--- src/epvf_pkg.sv ---
// ----------------------------------------------------------------------------
// epvf_pkg
// Shared types and constants for the encoder position and velocity filter.
// ----------------------------------------------------------------------------
package epvf_pkg;

  localparam int COUNT_WIDTH_DEF = 32;
  localparam int MS_PER_S        = 1000;
  localparam int COEFF_ONE       = 65536;
  localparam int COEFF_W         = 17;
  localparam int VEL_W           = 32;
  localparam int SMOOTH_W        = 48;
  localparam int ACC_W           = 50;
  localparam int PROD_W          = 51;

  typedef enum logic [1:0] {
    REQ_EDGE = 2'd0,
    REQ_VEL  = 2'd1,
    REQ_CLR  = 2'd2,
    REQ_NOP  = 2'd3
  } req_type_t;

  typedef enum logic {
    REG_FILTER_COEFF     = 1'b0,
    REG_INVERT_DIRECTION = 1'b1
  } reg_index_t;

  typedef struct packed {
    logic       capture;
    logic       diff;
    logic       scale;
    logic       div_step;
    logic       saturate;
    logic       mac_en;
    logic [1:0] mac_step;
    logic       commit;
  } epvf_cmd_t;

  typedef struct packed {
    logic      dt_zero;
  } epvf_status_t;

endpackage

--- src/epvf_ctrl.sv ---
// ----------------------------------------------------------------------------
// epvf_ctrl
// Sequencer for one word: decode, divide, filter and hand off the result.
// ----------------------------------------------------------------------------
module epvf_ctrl import epvf_pkg::*; #(
  parameter int COUNT_WIDTH = COUNT_WIDTH_DEF
) (
  input  logic         clk,
  input  logic         rst,
  input  logic         in_valid,
  output logic         in_stall,
  input  logic [1:0]   req_type,
  output logic         out_valid,
  input  logic         out_stall,
  input  epvf_status_t status,
  output epvf_cmd_t    cmd
);

  localparam int MAG_W = COUNT_WIDTH + 10;
  localparam int CNT_W = $clog2(MAG_W);

  typedef enum logic [6:0] {
    S_IDLE  = 7'b0000001,
    S_DIFF  = 7'b0000010,
    S_SCALE = 7'b0000100,
    S_DIV   = 7'b0001000,
    S_SAT   = 7'b0010000,
    S_MAC   = 7'b0100000,
    S_DONE  = 7'b1000000
  } state_t;

  state_t            state;
  state_t            state_next;
  logic [CNT_W-1:0]  cnt;
  logic [CNT_W-1:0]  cnt_next;
  logic              accept;
  logic              slot_free;

  assign in_stall  = (state != S_IDLE);
  assign accept    = in_valid && !in_stall;
  assign slot_free = !out_valid || !out_stall;

  always_comb begin
    state_next = state;
    cnt_next   = cnt;
    cmd        = '0;
    unique case (state)
      S_IDLE: begin
        if (accept) begin
          cmd.capture = 1'b1;
          if (req_type_t'(req_type) == REQ_VEL) begin
            state_next = S_DIFF;
          end else begin
            state_next = S_DONE;
          end
        end
      end
      S_DIFF: begin
        cmd.diff   = 1'b1;
        state_next = S_SCALE;
      end
      S_SCALE: begin
        cmd.scale  = 1'b1;
        cnt_next   = '0;
        state_next = status.dt_zero ? S_MAC : S_DIV;
      end
      S_DIV: begin
        cmd.div_step = 1'b1;
        cnt_next     = cnt + 1'b1;
        if (cnt == CNT_W'(MAG_W - 1)) begin
          state_next = S_SAT;
        end
      end
      S_SAT: begin
        cmd.saturate = 1'b1;
        cnt_next     = '0;
        state_next   = S_MAC;
      end
      S_MAC: begin
        cmd.mac_en   = 1'b1;
        cmd.mac_step = cnt[1:0];
        cnt_next     = cnt + 1'b1;
        if (cnt[1:0] == 2'd3) begin
          state_next = S_DONE;
        end
      end
      S_DONE: begin
        if (slot_free) begin
          cmd.commit = 1'b1;
          state_next = S_IDLE;
        end
      end
      default: begin
        state_next = S_IDLE;
      end
    endcase
  end

  always_ff @(posedge clk) begin
    if (rst) begin
      state     <= S_IDLE;
      cnt       <= '0;
      out_valid <= 1'b0;
    end else begin
      state <= state_next;
      cnt   <= cnt_next;
      if (cmd.commit) begin
        out_valid <= 1'b1;
      end else if (!out_stall) begin
        out_valid <= 1'b0;
      end
    end
  end

endmodule

--- src/epvf_dp.sv ---
// ----------------------------------------------------------------------------
// epvf_dp
// Position counter, restoring divider, shared filter multiplier and output
// registers.
// ----------------------------------------------------------------------------
module epvf_dp import epvf_pkg::*; #(
  parameter int COUNT_WIDTH = COUNT_WIDTH_DEF
) (
  input  logic                clk,
  input  logic                rst,
  input  epvf_cmd_t           cmd,
  output epvf_status_t        status,
  input  logic [COEFF_W-1:0]  filter_coeff,
  input  logic                invert_direction,
  input  logic [1:0]          req_type,
  input  logic                phase_b,
  input  logic [31:0]         timestamp,
  output logic signed [31:0]  position,
  output logic signed [31:0]  filtered_velocity
);

  localparam int MAG_W = COUNT_WIDTH + 10;

  req_type_t                   req_q;
  logic                        phase_q;
  logic [31:0]                 time_q;

  logic [COUNT_WIDTH-1:0]      count;
  logic [COUNT_WIDTH-1:0]      count_next;
  logic [COUNT_WIDTH-1:0]      previous_count;
  logic [31:0]                 previous_time;
  logic signed [VEL_W-1:0]     raw_velocity;
  logic signed [SMOOTH_W-1:0]  smoothed_velocity;

  logic [31:0]                 dt;
  logic [COUNT_WIDTH-1:0]      dp;
  logic                        dt_zero;
  logic                        neg;
  logic [COUNT_WIDTH-1:0]      dp_abs;
  logic [MAG_W-1:0]            quo;
  logic [63:0]                 quo_wide;
  logic [32:0]                 rem;
  logic [32:0]                 rem_shift;
  logic                        rem_ge;

  logic [COEFF_W-1:0]          coeff_c;
  logic [COEFF_W-1:0]          coeff_d;
  logic [COEFF_W-1:0]          mul_a;
  logic signed [32:0]          mul_b;
  logic signed [PROD_W-1:0]    prod;
  logic signed [ACC_W-1:0]     acc;

  logic signed [SMOOTH_W-1:0]  vel_src;
  logic signed [31:0]          vel_round;

  assign status.dt_zero = dt_zero;

  assign dp_abs    = dp[COUNT_WIDTH-1] ? (~dp + 1'b1) : dp;
  assign rem_shift = {rem[31:0], quo[MAG_W-1]};
  assign rem_ge    = (rem_shift >= {1'b0, dt});
  assign quo_wide  = 64'(quo);

  assign coeff_c = (filter_coeff > COEFF_W'(COEFF_ONE)) ? COEFF_W'(COEFF_ONE) : filter_coeff;
  assign coeff_d = COEFF_W'(COEFF_ONE) - coeff_c;

  always_comb begin
    case (cmd.mac_step)
      2'd0: begin
        mul_a = coeff_c;
        mul_b = {raw_velocity[VEL_W-1], raw_velocity};
      end
      2'd1: begin
        mul_a = coeff_d;
        mul_b = {smoothed_velocity[SMOOTH_W-1], smoothed_velocity[SMOOTH_W-1:16]};
      end
      default: begin
        mul_a = coeff_d;
        mul_b = {17'b0, smoothed_velocity[15:0]};
      end
    endcase
  end

  always_comb begin
    case (req_q)
      REQ_EDGE: begin
        if (phase_q ^ invert_direction) begin
          count_next = count + 1'b1;
        end else begin
          count_next = count - 1'b1;
        end
      end
      REQ_CLR:  count_next = '0;
      default:  count_next = count;
    endcase
  end

  assign vel_src   = (req_q == REQ_VEL) ? acc[SMOOTH_W-1:0] : smoothed_velocity;
  assign vel_round = vel_src[SMOOTH_W-1:16]
                   + 32'(vel_src[SMOOTH_W-1] && (vel_src[15:0] != 16'd0));

  always_ff @(posedge clk) begin
    if (rst) begin
      count             <= '0;
      previous_count    <= '0;
      previous_time     <= '0;
      raw_velocity      <= '0;
      smoothed_velocity <= '0;
      req_q             <= REQ_NOP;
      dt_zero           <= 1'b0;
    end else begin
      if (cmd.capture) begin
        req_q <= req_type_t'(req_type);
      end
      if (cmd.diff) begin
        dt_zero <= (time_q == previous_time);
      end
      if (cmd.saturate) begin
        if (quo_wide[63:31] != '0) begin
          raw_velocity <= neg ? 32'sh8000_0000 : 32'sh7FFF_FFFF;
        end else if (neg) begin
          raw_velocity <= -$signed({1'b0, quo_wide[30:0]});
        end else begin
          raw_velocity <= $signed({1'b0, quo_wide[30:0]});
        end
      end
      if (cmd.commit) begin
        count <= count_next;
        if (req_q == REQ_VEL) begin
          smoothed_velocity <= acc[SMOOTH_W-1:0];
          previous_count    <= count;
          previous_time     <= time_q;
        end
      end
    end
  end

  always_ff @(posedge clk) begin
    if (cmd.capture) begin
      phase_q <= phase_b;
      time_q  <= timestamp;
    end
    if (cmd.diff) begin
      dt <= time_q - previous_time;
      dp <= count - previous_count;
    end
    if (cmd.scale) begin
      neg <= dp[COUNT_WIDTH-1];
      quo <= {10'b0, dp_abs} * MAG_W'(MS_PER_S);
      rem <= '0;
    end
    if (cmd.div_step) begin
      rem <= rem_ge ? (rem_shift - {1'b0, dt}) : rem_shift;
      quo <= {quo[MAG_W-2:0], rem_ge};
    end
    if (cmd.mac_en) begin
      prod <= $signed({1'b0, mul_a}) * mul_b;
      case (cmd.mac_step)
        2'd1:    acc <= prod[ACC_W-1:0];
        2'd2:    acc <= acc + prod[ACC_W-1:0];
        2'd3:    acc <= acc + $signed({16'b0, prod[ACC_W-1:16]});
        default: acc <= acc;
      endcase
    end
    if (cmd.commit) begin
      position          <= 32'($signed(count_next));
      filtered_velocity <= vel_round;
    end
  end

endmodule

--- src/encoder_position_velocity_filter_core.sv ---
// ----------------------------------------------------------------------------
// encoder_position_velocity_filter_core
// Quadrature edge counter with a divided raw velocity and a first-order
// low-pass filter; every input word returns position and filtered velocity.
// ----------------------------------------------------------------------------
//  Channel  | Handshake            | Payload
//  ---------+----------------------+------------------------------------------
//  input    | in_valid / in_stall  | req_type, phase_b, timestamp
//  output   | out_valid / out_stall| position, filtered_velocity
//  config   | APB psel/penable     | paddr, pwdata, prdata, pready
//
//  A velocity update runs the difference, scale, divide, saturate, MAC and
//  final states; the restoring divider retires one quotient bit per cycle,
//  and divide and saturate are skipped with no elapsed time. Reset is
//  synchronous and clears the count, the history and the filter. A new word
//  is taken while the previous result waits in the output register; a
//  stalled output holds the next word in its final state.
// ----------------------------------------------------------------------------
module encoder_position_velocity_filter_core import epvf_pkg::*; #(
  parameter int COUNT_WIDTH = COUNT_WIDTH_DEF
) (
  input  logic               clk,
  input  logic               rst,
  input  logic               in_valid,
  output logic               in_stall,
  input  logic [1:0]         req_type,
  input  logic               phase_b,
  input  logic [31:0]        timestamp,
  output logic               out_valid,
  input  logic               out_stall,
  output logic signed [31:0] position,
  output logic signed [31:0] filtered_velocity,
  input  logic               psel,
  input  logic               penable,
  input  logic               pwrite,
  input  logic [2:0]         paddr,
  input  logic [31:0]        pwdata,
  output logic [31:0]        prdata,
  output logic               pready
);

  logic [COEFF_W-1:0] filter_coeff;
  logic               invert_direction;
  epvf_cmd_t          cmd;
  epvf_status_t       status;
  reg_index_t         reg_sel;

  assign pready  = 1'b1;
  assign reg_sel = reg_index_t'(paddr[2]);

  always_ff @(posedge clk) begin
    if (rst) begin
      filter_coeff     <= COEFF_W'(COEFF_ONE / 2);
      invert_direction <= 1'b0;
    end else if (psel && penable && pwrite && pready) begin
      unique case (reg_sel)
        REG_FILTER_COEFF:     filter_coeff     <= pwdata[COEFF_W-1:0];
        REG_INVERT_DIRECTION: invert_direction <= pwdata[0];
        default: ;
      endcase
    end
  end

  always_comb begin
    unique case (reg_sel)
      REG_FILTER_COEFF:     prdata = {{(32-COEFF_W){1'b0}}, filter_coeff};
      REG_INVERT_DIRECTION: prdata = {31'b0, invert_direction};
      default:              prdata = '0;
    endcase
  end

  epvf_ctrl #(
    .COUNT_WIDTH(COUNT_WIDTH)
  ) u_ctrl (
    .clk      (clk),
    .rst      (rst),
    .in_valid (in_valid),
    .in_stall (in_stall),
    .req_type (req_type),
    .out_valid(out_valid),
    .out_stall(out_stall),
    .status   (status),
    .cmd      (cmd)
  );

  epvf_dp #(
    .COUNT_WIDTH(COUNT_WIDTH)
  ) u_dp (
    .clk              (clk),
    .rst              (rst),
    .cmd              (cmd),
    .status           (status),
    .filter_coeff     (filter_coeff),
    .invert_direction (invert_direction),
    .req_type         (req_type),
    .phase_b          (phase_b),
    .timestamp        (timestamp),
    .position         (position),
    .filtered_velocity(filtered_velocity)
  );

endmodule
--- config.mk ---
export PLATFORM = sky130hd
export DESIGN_NAME = encoder_position_velocity_filter_core
export DESIGN_NICKNAME = d
export VERILOG_FILES = /design/src/epvf_pkg.sv /design/src/epvf_ctrl.sv /design/src/epvf_dp.sv /design/src/encoder_position_velocity_filter_core.sv
export SDC_FILE = /design/constraint.sdc
export NUM_CORES = 2
export LEC_CHECK = 0
export ABC_AREA = 1
export BUFFER_PORTS_ARGS = -buffer_cell sky130_fd_sc_hd__buf_2
export CORE_ASPECT_RATIO = 1.25
export CORE_MARGIN = 1
export CORE_UTILIZATION = 65
export CTS_BUF_LIST = sky130_fd_sc_hd__clkbuf_2
export DETAILED_ROUTE_END_ITERATION = 6
export PLACE_DENSITY = 0.83
export RECOVER_POWER = 100
export SYNTH_ARGS = -nofsm -noshare
export SYNTH_HDL_FRONTEND = slang
export SYNTH_HIERARCHICAL = 1
export SYNTH_SLANG_ARGS = --single-unit
--- constraint.sdc ---
create_clock -name clk -period 15.1 [get_ports clk]
set_clock_uncertainty 0.05 [all_clocks]
set_input_delay 1.51 -clock clk [delete_from_list [all_inputs] [get_ports clk]]
set_output_delay 1.51 -clock clk [all_outputs]
set_load 0.02 [all_outputs]
==> impl_metrics.xml <==
<?xml version="1.0" encoding="UTF-8"?>
<metrics>
  <group name="drt">
    <metric name="finalWirelength" unit="mm">228.9</metric>
    <metric name="viasPerCell" unit="">5.875</metric>
    <metric name="drtPass1Iterations" unit="">7</metric>
    <metric name="avgRoutedWirePerCell" unit="um">21.03</metric>
    <metric name="dr_total_vias" unit="">63940</metric>
    <metric name="antenna_left" unit="">0</metric>
    <metric name="detail_route.drc_violations" unit="">2</metric>
    <metric name="detail_route.iter0.violations" unit="">6817</metric>
  </group>
  <group name="clock_network">
    <metric name="cts_max_path_buffers" unit="">3</metric>
    <metric name="cts_sinks" unit="">545</metric>
    <metric name="cts_hold_buf" unit="">29</metric>
    <metric name="gates_resized_cts_repair" unit="">0</metric>
    <metric name="cts.repair_timing.setup_buffer_count" unit="">0</metric>
    <metric name="ctsHtreeMaxLevel" unit="">4</metric>
    <metric name="cts_buffers" unit="">144</metric>
    <metric name="cts_root_buf" unit="">sky130_fd_sc_hd__clkbuf_2</metric>
    <metric name="clock_pin_slew_of_the_registers_on_the_worst_case_setup_and_hold_paths" unit="ps">100</metric>
    <metric name="cts_tree" unit="">yes</metric>
    <metric name="clkLatencyLatePin" unit="ps">1550</metric>
  </group>
  <group name="yosys">
    <metric name="synth_edf_count" unit="">334</metric>
    <metric name="post_synth_arst_share" unit="">0</metric>
    <metric name="synth_largest_area_cell" unit="">sky130_fd_sc_hd__fa_1</metric>
    <metric name="synth.cell_area" unit="um^2">66160</metric>
    <metric name="postSynthCellCount" unit="">9278</metric>
    <metric name="post_synth_num_cell_types" unit="">59</metric>
    <metric name="avg_cell_area_syn" unit="um^2">7.131</metric>
    <metric name="seq_area_frac_synth" unit="">0.2154</metric>
    <metric name="synthTopCellsByArea" unit="">sky130_fd_sc_hd__fa_1 (20%), sky130_fd_sc_hd__edfxtp_1 (15%), sky130_fd_sc_hd__nand2_1 (13%), sky130_fd_sc_hd__inv_1 (11%), sky130_fd_sc_hd__ha_1 (7.8%)</metric>
    <metric name="dominantRegCellSynth" unit="">sky130_fd_sc_hd__edfxtp_1</metric>
    <metric name="synth_largest_type_area_fraction" unit="">0.1952</metric>
    <metric name="postSynthRegisterBits" unit="">545</metric>
    <metric name="synth_warnings" unit="">6</metric>
  </group>
  <group name="placement">
    <metric name="place.gp.congestion" unit="">1.086</metric>
    <metric name="io_buffer_count" unit="">142</metric>
    <metric name="dpl.hpwl" unit="mm">182.9</metric>
    <metric name="dp.cells" unit="">10570</metric>
  </group>
  <group name="global_route">
    <metric name="grt_remaining_overflow" unit="">0</metric>
    <metric name="antenna_found_initial" unit="">25</metric>
    <metric name="gr-usage-all-layers" unit="">0.4436</metric>
    <metric name="grt_start_max_net_pins" unit="">119</metric>
    <metric name="grt_first_pass_wirelength" unit="mm">346.0</metric>
    <metric name="first_global_vias" unit="">63460</metric>
  </group>
  <group name="setup_path">
    <metric name="worstPathRequired" unit="ps">16240</metric>
    <metric name="critical_path_class" unit="">reg -&gt; reg</metric>
    <metric name="crit_top_cell" unit="">sky130_fd_sc_hd__nand2_1</metric>
    <metric name="timing.critical_path.buf_inv" unit="">8</metric>
    <metric name="worstSetupStartpointType" unit="">flip-flop</metric>
    <metric name="critPathTopFamily" unit="">simple AND/OR/NAND/NOR gates</metric>
    <metric name="cpPeakStageDelay" unit="ps">2060</metric>
    <metric name="worst_ep_arrival_time" unit="ps">13000</metric>
    <metric name="worst_path_max_delay_cell" unit="">sky130_fd_sc_hd__clkbuf_1</metric>
    <metric name="worst-path-max-fanout" unit="">54</metric>
    <metric name="kind_of_end_point_of_the_critical_path" unit="">flip-flop</metric>
  </group>
  <group name="floorplan">
    <metric name="die-area" unit="um^2">103100</metric>
    <metric name="starting_utilization_of_the_core_area" unit="">0.6571</metric>
    <metric name="die_width" unit="um">287.4</metric>
    <metric name="core_area" unit="um^2">100700</metric>
    <metric name="num_io_pins" unit="">176</metric>
    <metric name="die-height" unit="um">358.7</metric>
    <metric name="num_rows" unit="">130</metric>
  </group>
  <group name="timing">
    <metric name="post-route-period-util" unit="">0.7853</metric>
    <metric name="fmax" unit="MHz">84.33</metric>
    <metric name="timing.final.hold_violations" unit="">0</metric>
    <metric name="total_negative_slack" unit="ps">0</metric>
    <metric name="tightestPinTransition" unit="ps">4412</metric>
    <metric name="grt_setup_unrepaired" unit="">false</metric>
    <metric name="drv_slew" unit="">1056</metric>
    <metric name="worst_slew_margin_rel" unit="">-1.941</metric>
    <metric name="finalSetupViolCount" unit="">0</metric>
    <metric name="layout_min_cycle_time" unit="ps">11860</metric>
  </group>
  <group name="layout">
    <metric name="design.final.nets" unit="">10570</metric>
    <metric name="most-common-layout-cells" unit="">sky130_fd_sc_hd__nand2_1 (2360), sky130_fd_sc_hd__inv_1 (1871), sky130_fd_sc_hd__nor2_1 (837)</metric>
    <metric name="layout_area_growth_over_synthesis" unit="%">4.852</metric>
    <metric name="count_of_non_filler_cells_in_the_finished_layout" unit="">10880</metric>
    <metric name="drive_gt1_frac" unit="">0.04744</metric>
    <metric name="mostFrequentLayoutCell" unit="">sky130_fd_sc_hd__nand2_1</metric>
  </group>
  <group name="outcome">
    <metric name="violated_checks" unit="">design-rule violations, max-capacitance violations, max-slew violations</metric>
    <metric name="run_status" unit="">finished with violations</metric>
  </group>
  <group name="power">
    <metric name="p_leak" unit="nW">35.09</metric>
    <metric name="ir_worst_vdd" unit="V">0.00007917</metric>
    <metric name="power.density_cell_area" unit="nW/um^2">67.46</metric>
  </group>
  <group name="run">
    <metric name="max-cap-violations" unit="">18</metric>
  </group>
  <group name="hold_path">
    <metric name="worst_min_delay_path_class" unit="">in -&gt; reg</metric>
  </group>
</metrics>
-- registers in the layout, summed over array words and instances (netlist names), 42 cells and up --
register                flops
u_dp/prod                  50
u_dp/acc                   48
u_dp/smoothed_velocity     48
u_dp/quo                   42
-- power by group --
| group | internal [W] | leakage, nW | total (W) | switching [W] |
|---|---|---|---|---|
| clock network | 0.000422 | 1.03 | 0.00113 | 0.000704 |
| registers | 0.00168 | 4.75 | 0.00172 | 0.0000370 |
| logic | 0.000613 | 29.3 | 0.00184 | 0.00122 |
-- cell families (layout without fill, tap and decap cells) --
| group | Yosys count | count (layout) | synth area share |
|---|---|---|---|
| buffers and inverters | 2134 | 2391 | 0.1255 |
| DFF | 545 | 545 | 0.2154 |
| and+or+nand+nor | 4139 | 4139 | 0.2613 |
| xor gates and xnor gates | 175 | 175 | 0.02317 |
| adders and majority gates | 1060 | 1060 | 0.2736 |
| AOI/OAI and AO/OA | 1223 | 1223 | 0.1009 |
| other | 2 | 31 | 0.0001135 |
-- worst reg2reg max path, delay by kind of cell, from the launching register on --
kind / cells / cell delay (ps)
buf+inv: 8 / 3400
flops: 1 / 340
compound gates: 2 / 900
simple gates: 16 / 3550
fa+ha+maj: 7 / 3290
-- Yosys cell counts (27+ instances only) --
cell type	n
sky130_fd_sc_hd__nand4_1	108
sky130_fd_sc_hd__o21bai_1	41
sky130_fd_sc_hd__nor2_1	831
sky130_fd_sc_hd__nor3_1	85
sky130_fd_sc_hd__buf_2	87
sky130_fd_sc_hd__nand3_1	572
sky130_fd_sc_hd__o22ai_1	31
sky130_fd_sc_hd__nand3b_1	41
sky130_fd_sc_hd__ha_1	415
sky130_fd_sc_hd__xnor2_1	46
sky130_fd_sc_hd__dfxtp_1	211
sky130_fd_sc_hd__inv_1	1869
sky130_fd_sc_hd__o21a_1	31
sky130_fd_sc_hd__edfxtp_1	334
sky130_fd_sc_hd__o21ai_0	374
sky130_fd_sc_hd__or2_2	36
sky130_fd_sc_hd__clkbuf_1	105
sky130_fd_sc_hd__a21oi_1	611
sky130_fd_sc_hd__xor2_1	129
sky130_fd_sc_hd__buf_4	27
sky130_fd_sc_hd__nand2_1	2358
sky130_fd_sc_hd__fa_1	645
-- final timing paths --
path         cells past startpoint                     end              startpoint  slack, ps
max                             33           u_dp/prod[38]         u_ctrl/state[1]       3240
min                              1         u_dp/time_q[31]           timestamp[31]        180
max reg2reg                     33           u_dp/prod[38]         u_ctrl/state[1]       3240
min reg2reg                      2  u_dp/previous_count[5]  u_dp/previous_count[5]        410
-- per-stage QoR --
step                utilization  total power [W]  area [um^2]  setup WS, ps  hold WS (ps)
floorplan                     -         0.003021        66220          7499         383.1
global placement         0.6746         0.003470        67930          5720         392.9
detailed placement       0.6746         0.003520        67930          5560         401.9
CTS                      0.6913         0.004648        69610          5445         9.445
global route             0.6889         0.004963        69360          2440         89.99
finish                   0.6890         0.004680        69370          3242         180.4
-- final cells by class --
type                            count  area, um^2
Inverter                         1891        7098
Multi-Input combinational cell   6613       43640
Timing Repair Buffer              234        1304
Clock inverter                     69       405.4
Clock buffer                      197       985.9
Antenna cell                       15       37.54
Fill cell                        8718       31310
Tap cell                         1320        1652
Sequential cell                   545       14250
-- metal layers --
layer | track usage | share of wire
met1 | 0.4865 | 0.34
met2 | 0.7360 | 0.46
met3 | 0.09994 | 0.099
met4 | 0.3655 | 0.094
met5 | 0 | 0.00063
Note: power is estimated with default switching activity, not from simulation.
